**src/design/skf_pkg.sv**
```systemverilog
package skf_pkg;

  // Field and state widths.
  localparam int SampleW = 16;
  localparam int GainW   = 16;
  localparam int NoiseW  = 24;
  localparam int CovW    = 26;
  localparam int DenW    = CovW + 1;
  localparam int EstW    = 32;

  // Shared multiplier operand and product widths.
  localparam int MulAW = 18;
  localparam int MulBW = 28;
  localparam int MulPW = MulAW + MulBW;

  // Register indexes on the configuration port.
  localparam logic REG_PROCESS_NOISE = 1'b0;
  localparam logic REG_MEASURE_NOISE = 1'b1;

  // Register reset values, unsigned Q16.8.
  localparam logic [NoiseW-1:0] ProcessNoiseReset = 24'd5120;
  localparam logic [NoiseW-1:0] MeasureNoiseReset = 24'd51200;

  // Sequencer states.
  typedef enum logic [2:0] {
    ST_IDLE,
    ST_PRED,
    ST_DIV,
    ST_MLO,
    ST_MHI,
    ST_UPD,
    ST_COV
  } skf_state_t;

  // Multiplier operand selection.
  typedef enum logic [1:0] {
    MSEL_GAIN_LO,
    MSEL_GAIN_HI,
    MSEL_COV
  } skf_msel_t;

endpackage

```
**src/design/skf_mul.sv**
```systemverilog
// Shared signed multiplier with a registered product.
module skf_mul (
  input  logic                               clk,
  input  logic signed [skf_pkg::MulAW-1:0]   a,
  input  logic signed [skf_pkg::MulBW-1:0]   b,
  output logic signed [skf_pkg::MulPW-1:0]   p
);

  // One multiply per cycle; the product is ready in the cycle after the operands.
  always_ff @(posedge clk) begin
    p <= a * b;
  end

endmodule

```
**src/design/scalar_kalman_filter_unit.sv**
```systemverilog
// One-dimensional Kalman filter (A = 1, H = 1). A sample word is accepted only
// while the block is idle. Its result word is then formed in order: the covariance
// is predicted and the divisor formed, a restoring divider yields one gain bit per
// cycle, and a single shared 18 x 28 multiplier forms the two halves of the
// estimate correction and the covariance update. The block returns to idle as the
// result word becomes valid, and can then accept the next sample. When the
// divisor is zero, or the measurement noise is zero, the gain is known at once
// and the divider takes no steps. A finished result is held in an output
// register, so the next sample may be accepted while it waits. If the word before
// is still waiting, the sequencer holds in its last cycle.
// Configuration writes must only be made while the block is idle.
module scalar_kalman_filter_unit (
  input  logic                              clk,
  input  logic                              rst,
  // Configuration port
  input  logic                              cfg_write,
  input  logic                              cfg_index,
  input  logic [skf_pkg::NoiseW-1:0]        cfg_data,
  // Sample channel
  input  logic                              in_valid,
  output logic                              in_stall,
  input  logic signed [skf_pkg::SampleW-1:0] sample,
  // Result channel
  output logic                              out_valid,
  input  logic                              out_stall,
  output logic signed [skf_pkg::SampleW-1:0] estimate,
  output logic [skf_pkg::GainW-1:0]         gain
);

  localparam int CntW = $clog2(skf_pkg::GainW);

  // Configuration and filter state.
  logic [skf_pkg::NoiseW-1:0]       process_noise;
  logic [skf_pkg::NoiseW-1:0]       measure_noise;
  logic signed [skf_pkg::EstW-1:0]  state_estimate;
  logic [skf_pkg::CovW-1:0]         error_covariance;

  // Working registers.
  skf_pkg::skf_state_t              state, state_next;
  logic signed [skf_pkg::SampleW-1:0] sample_reg;
  logic [skf_pkg::CovW-1:0]         pmid;
  logic [skf_pkg::DenW-1:0]         den;
  logic [skf_pkg::DenW-1:0]         rem;
  logic [skf_pkg::GainW-1:0]        k;
  logic [CntW-1:0]                  cnt;
  logic                             gain_known;
  logic [15:0]                      lo_hi;

  // Shared multiplier.
  skf_pkg::skf_msel_t               msel;
  logic signed [skf_pkg::MulAW-1:0] mul_a;
  logic signed [skf_pkg::MulBW-1:0] mul_b;
  logic signed [skf_pkg::MulPW-1:0] prod;

  // Combinational helpers.
  logic [skf_pkg::CovW:0]           pmid_sum;
  logic [skf_pkg::CovW-1:0]         pmid_sat;
  logic [skf_pkg::DenW-1:0]         den_sum;
  logic [skf_pkg::DenW:0]           rem_shift;
  logic                             rem_ge;
  logic signed [32:0]               diff;
  logic signed [34:0]               nx_wide;
  logic signed [skf_pkg::EstW-1:0]  nx_sat;
  logic [skf_pkg::DenW-1:0]         pnew_wide;
  logic [skf_pkg::CovW-1:0]         pnew_sat;
  logic signed [16:0]               round_wide;
  logic signed [skf_pkg::SampleW-1:0] round_sat;
  logic                             out_free;
  logic                             finish;

  // Covariance prediction and gain divisor.
  always_comb begin
    pmid_sum = {1'b0, error_covariance} + {3'b0, process_noise};
    pmid_sat = pmid_sum[skf_pkg::CovW] ? {skf_pkg::CovW{1'b1}} : pmid_sum[skf_pkg::CovW-1:0];
    den_sum  = {1'b0, pmid_sat} + {3'b0, measure_noise};
  end

  // One restoring divider step.
  always_comb begin
    rem_shift = {rem, 1'b0};
    rem_ge    = rem_shift >= {1'b0, den};
  end

  // Innovation in Q17.16, split into a signed high half and an unsigned low half.
  assign diff = {sample_reg[skf_pkg::SampleW-1], sample_reg, 16'b0}
              - {state_estimate[skf_pkg::EstW-1], state_estimate};

  // Operand selection for the shared multiplier.
  always_comb begin
    case (msel)
      skf_pkg::MSEL_GAIN_LO: begin
        mul_a = {2'b0, k};
        mul_b = {12'b0, diff[15:0]};
      end
      skf_pkg::MSEL_GAIN_HI: begin
        mul_a = {2'b0, k};
        mul_b = {{11{diff[32]}}, diff[32:16]};
      end
      skf_pkg::MSEL_COV: begin
        mul_a = {1'b0, 17'(17'h10000 - {1'b0, k})};
        mul_b = {2'b0, pmid};
      end
      default: begin
        mul_a = '0;
        mul_b = '0;
      end
    endcase
  end

  skf_mul u_mul (
    .clk (clk),
    .a   (mul_a),
    .b   (mul_b),
    .p   (prod)
  );

  // New estimate: x + k*dh + floor(k*dl / 2^16), saturated to 32 bits.
  always_comb begin
    nx_wide = {{3{state_estimate[skf_pkg::EstW-1]}}, state_estimate}
            + {prod[33], prod[33:0]}
            + {19'b0, lo_hi};
    if (nx_wide > 35'sh0_7FFF_FFFF) begin
      nx_sat = {1'b0, {(skf_pkg::EstW-1){1'b1}}};
    end else if (nx_wide < -35'sh0_8000_0000) begin
      nx_sat = {1'b1, {(skf_pkg::EstW-1){1'b0}}};
    end else begin
      nx_sat = nx_wide[skf_pkg::EstW-1:0];
    end
  end

  // New covariance and rounded output.
  always_comb begin
    pnew_wide = prod[42:16];
    pnew_sat  = pnew_wide[skf_pkg::CovW] ? {skf_pkg::CovW{1'b1}}
                                          : pnew_wide[skf_pkg::CovW-1:0];
    round_wide = 17'((({state_estimate[skf_pkg::EstW-1], state_estimate}
                       + 33'sd32768) >>> 16));
    if (round_wide > 17'sd32767) begin
      round_sat = 16'sh7FFF;
    end else if (round_wide < -17'sd32768) begin
      round_sat = 16'sh8000;
    end else begin
      round_sat = round_wide[15:0];
    end
  end

  assign out_free = !out_valid || !out_stall;

  // Next state.
  always_comb begin
    state_next = state;
    case (state)
      skf_pkg::ST_IDLE: if (in_valid) state_next = skf_pkg::ST_PRED;
      skf_pkg::ST_PRED: state_next = skf_pkg::ST_DIV;
      skf_pkg::ST_DIV: begin
        if (gain_known || cnt == CntW'(skf_pkg::GainW - 1)) state_next = skf_pkg::ST_MLO;
      end
      skf_pkg::ST_MLO: state_next = skf_pkg::ST_MHI;
      skf_pkg::ST_MHI: state_next = skf_pkg::ST_UPD;
      skf_pkg::ST_UPD: state_next = skf_pkg::ST_COV;
      skf_pkg::ST_COV: if (out_free) state_next = skf_pkg::ST_IDLE;
      default: state_next = skf_pkg::ST_IDLE;
    endcase
  end

  // Outputs of the sequencer.
  always_comb begin
    in_stall = 1'b1;
    msel     = skf_pkg::MSEL_GAIN_LO;
    finish   = 1'b0;
    case (state)
      skf_pkg::ST_IDLE: in_stall = 1'b0;
      skf_pkg::ST_MLO:  msel = skf_pkg::MSEL_GAIN_LO;
      skf_pkg::ST_MHI:  msel = skf_pkg::MSEL_GAIN_HI;
      skf_pkg::ST_UPD:  msel = skf_pkg::MSEL_COV;
      skf_pkg::ST_COV: begin
        msel   = skf_pkg::MSEL_COV;
        finish = out_free;
      end
      default: begin
        in_stall = 1'b1;
      end
    endcase
  end

  // Control state, configuration and filter state.
  always_ff @(posedge clk) begin
    if (rst) begin
      state            <= skf_pkg::ST_IDLE;
      process_noise    <= skf_pkg::ProcessNoiseReset;
      measure_noise    <= skf_pkg::MeasureNoiseReset;
      state_estimate   <= '0;
      error_covariance <= '0;
      out_valid        <= 1'b0;
    end else begin
      state <= state_next;
      if (cfg_write) begin
        if (cfg_index == skf_pkg::REG_PROCESS_NOISE) begin
          process_noise <= cfg_data;
        end else begin
          measure_noise <= cfg_data;
        end
      end
      if (state == skf_pkg::ST_UPD) begin
        state_estimate <= nx_sat;
      end
      if (finish) begin
        error_covariance <= pnew_sat;
        out_valid        <= 1'b1;
      end else if (out_valid && !out_stall) begin
        out_valid <= 1'b0;
      end
    end
  end

  // Datapath registers.
  always_ff @(posedge clk) begin
    if (state == skf_pkg::ST_IDLE && in_valid) begin
      sample_reg <= sample;
    end
    case (state)
      skf_pkg::ST_PRED: begin
        pmid <= pmid_sat;
        den  <= den_sum;
        rem  <= {1'b0, pmid_sat};
        cnt  <= '0;
        // Zero divisor gives a zero gain; zero measurement noise saturates it.
        if (den_sum == '0) begin
          gain_known <= 1'b1;
          k          <= '0;
        end else if (measure_noise == '0) begin
          gain_known <= 1'b1;
          k          <= {skf_pkg::GainW{1'b1}};
        end else begin
          gain_known <= 1'b0;
          k          <= '0;
        end
      end
      skf_pkg::ST_DIV: begin
        if (!gain_known) begin
          cnt <= cnt + 1'b1;
          k   <= {k[skf_pkg::GainW-2:0], rem_ge};
          rem <= rem_ge ? skf_pkg::DenW'(rem_shift - {1'b0, den})
                        : rem_shift[skf_pkg::DenW-1:0];
        end
      end
      skf_pkg::ST_MHI: lo_hi <= prod[31:16];
      default: begin
      end
    endcase
    if (finish) begin
      estimate <= round_sat;
      gain     <= k;
    end
  end

endmodule
```
**config.mk**
```make
export PLATFORM = sky130hd
export DESIGN_NAME = scalar_kalman_filter_unit
export DESIGN_NICKNAME = d
export VERILOG_FILES = /design/src/design/skf_pkg.sv /design/src/design/skf_mul.sv /design/src/design/scalar_kalman_filter_unit.sv
export SDC_FILE = /design/constraint.sdc
export NUM_CORES = 2
export LEC_CHECK = 0
export BUFFER_PORTS_ARGS = -buffer_cell sky130_fd_sc_hd__buf_2
export CAP_MARGIN = 25
export CELL_PAD_IN_SITES_DETAIL_PLACEMENT = 1
export CELL_PAD_IN_SITES_GLOBAL_PLACEMENT = 1
export CORE_ASPECT_RATIO = 1.5
export CORE_UTILIZATION = 50
export DETAILED_ROUTE_END_ITERATION = 16
export HOLD_SLACK_MARGIN = 0.12
export PLACE_DENSITY = 0.84
export SKIP_LAST_GASP = 1
export SYNTH_ARGS = -nofsm -noshare
export SYNTH_HDL_FRONTEND = slang
export SYNTH_HIERARCHICAL = 1
export SYNTH_SLANG_ARGS = --single-unit
```
**constraint.sdc**
```tcl
create_clock -name clk -period 18.5 [get_ports clk]
set_clock_uncertainty 0.05 [all_clocks]
set_input_delay 1.85 -clock clk [delete_from_list [all_inputs] [get_ports clk]]
set_output_delay 1.85 -clock clk [all_outputs]
set_load 0.03 [all_outputs]
```
==> results.py <==
metrics = {
    "floorplanning": {
        "die_height_um": 332,
        "ioPinCount": 80,
        "rows": 120,
        "die_area_um2": 73800,
        "core-area_um2": 71600,
        "die_w_um": 222,
        "initial_core_util_pct": 50.8,
    },
    "timing": {
        "fmax_mhz": 101,
        "rsz0062_at_grt": "false",
        "setup_tns_ps": 0,
        "tightestPinTransition_ps": 1040,
        "slew-limit-headroom_pct": 30.9,
        "slew_viol_final": 0,
        "fin_crit_ps": 9880,
        "setup_viol": 0,
        "hold_viol_final": 0,
        "post-route-period-util_pct": 53.4,
    },
    "clocking": {
        "postCtsHoldBufs": 0,
        "cts_buffer_depth": 3,
        "clock_sinks": 318,
        "cts_root_buffer": "clkbuf_16",
        "cts_tree": "done",
        "cts_resized": 0,
        "postCtsSetupRepairBufs": 0,
        "h-tree-depth": 1,
        "clk_pin_slew_worst_paths_ps": 70,
        "numCtsBuffers": 27,
        "worst_skew_pair.late_latency_ps": 590,
    },
    "synthesis": {
        "netlist_area_um2": 36300,
        "synth.avg_cell_area_um2": 9.02,
        "syn_inst": 4028,
        "yosysWarnings": 6,
    },
    "pwr": {
        "power.share.sequential_pct": 24.6,
        "power.net_switching_uw": 1910,
        "leakage_uw": 0.0180,
        "ir_drop_uv": 90.5,
        "switching_share_pct": 47.6,
        "powerDensity_nw_per_um2": 104,
        "power_frac_clock_pct": 14.9,
        "p_int_uw": 2110,
        "p_comb_share_pct": 60.5,
    },
    "place": {
        "port_buffers": 79,
        "placed_area_um2": 37800,
        "hpwl_um": 92100,
        "placed_cells": 4895,
        "gp_congestion": 0.955,
    },
    "cells_and_area": {
        "layout_commonest_cell": "inv_1",
        "final_cell_mix": "inv_1 (661), nand2_1 (553), fa_1 (495)",
        "fin_cells": 4948,
        "fill_cells": 8230,
        "fin_area_um2": 38800,
        "nNetsFinal": 4809,
        "largest_reg_flops": 43,
        "top_regs": "u_mul/p (43), state_estimate (32)",
        "drive_gt1_share_pct": 6.03,
        "area_delta_synth_final_pct": 6.63,
        "postLayoutCoreUtil_pct": 54.1,
        "largest_register": "u_mul/p",
    },
    "drt": {
        "postRouteAntennaNets": 0,
        "firstDrtPassIters": 5,
        "wl_per_cell_um": 23.8,
        "drt-initial-drc-count": 1593,
        "avgViaCountPerCell": 5.92,
        "finalWirelength_um": 118000,
        "drc": 0,
        "num_vias": 29300,
    },
    "global_route": {
        "grt.total_usage_pct": 32.3,
        "grt_remaining_overflow": 0,
        "grt_max_degree": 91,
        "first_global_vias": 33000,
        "antenna_found_initial": 2,
        "grt_first_pass_wirelength_um": 184000,
    },
    "worst_setup_path": {
        "cp_max_fo": 43,
        "cpMostUsedCell": "fa_1",
        "ff2ff_path_depth": 32,
        "cp_slowest_cell": "a21o_1",
        "critPathRequiredTime_ps": 18960,
        "reg2reg_from": "state_estimate[17]$_SDFFE_PP0P_",
        "cp_num_buf_inv": 5,
        "critPathLaunchType": "flip-flop",
        "cp_top_family": "adder cells",
        "rr_endpoint": "u_mul/p[39]$_DFF_P_",
        "worstPathArrival_ps": 10340,
        "cp-end-kind": "flip-flop",
        "cpPeakStageDelay_ps": 650,
        "r2r_slack_ps": 8620,
        "critPathKind": "reg2reg",
    },
    "run_status": {
        "status": "completed",
    },
    "worst_hold_path": {
        "holdPathStages": 2,
        "min_to": "process_noise[15]$_SDFFE_PP0P_",
        "hold_start": "process_noise[15]$_SDFFE_PP0P_",
        "hold_class": "reg2reg",
    },
    "job": {
        "max-cap-violations": 0,
    },
}
final cells by class:
| class | instances | area (um^2) | share of cell area (%) |
|---|---|---|---|
| antenna | 1 | 2.50 | 0.00646 |
| clock buffer | 34 | 712 | 1.84 |
| clock inverter | 15 | 163 | 0.420 |
| inverter | 662 | 2480 | 6.41 |
| multi-input combinational | 2872 | 25400 | 65.6 |
| sequential | 318 | 8020 | 20.7 |
| tap | 915 | 1140 | 2.95 |
| timing repair buffer | 131 | 823 | 2.12 |
worst max-delay path by stage:
stage,startpoint,end,slack [ps],depth (start not counted)
6_report,state_estimate[17]$_SDFFE_PP0P_,u_mul/p[39]$_DFF_P_,8620,32
5_1_grt,state_estimate[17]$_SDFFE_PP0P_,u_mul/p[39]$_DFF_P_,8180,32
4_1_cts,state_estimate[17]$_SDFFE_PP0P_,u_mul/p[39]$_DFF_P_,8700,32
3_5_place_dp,state_estimate[17]$_SDFFE_PP0P_,u_mul/p[39]$_DFF_P_,8800,32
3_3_place_gp,state_estimate[17]$_SDFFE_PP0P_,u_mul/p[37]$_DFF_P_,9190,34
2_1_floorplan,state_estimate[17]$_SDFFE_PP0P_,u_mul/p[36]$_DFF_P_,9810,34
power by group through the flow:
stage	Sequential [uW]	Combinational (uW)	Clock (uW)
after floorplan	922	1690	0
after global placement	1010	2220	0
final	990	2430	598
after global routing	992	2690	625
after CTS	995	2390	605
after detailed placement	1010	2370	0
metal layers:
metal | global-route usage [%] | up-vias | wire length, um
met5 | 0 | - | 11
met3 | 3.46 | 417 | 5030
met2 | 59.4 | 921 | 61900
met1 | 35.3 | 15000 | 43100
li1 | - | 13000 | -
met4 | 19.9 | 2 | 7690
stage by stage:
step           total power [uW]  hold WS, ps  setup slack, ps
2_1_floorplan              2620          385             9810
3_3_place_gp               3220          398             9190
3_5_place_dp               3370          409             8800
4_1_cts                    3990          422             8700
5_1_grt                    4310          442             8180
6_report                   4020          421             8620
worst register-to-register path: cells and delay by family, from the launching register on:
family                     cells  cell delay (ps)
DFF                            1              440
buffers and inverters          5              710
and+or+nand+nor                5              860
xor gates and xnor gates       1              160
adders and majority gates      8             3840
AOI/OAI and AO/OA             13             3760
Power figures use the tool's default switching activity.
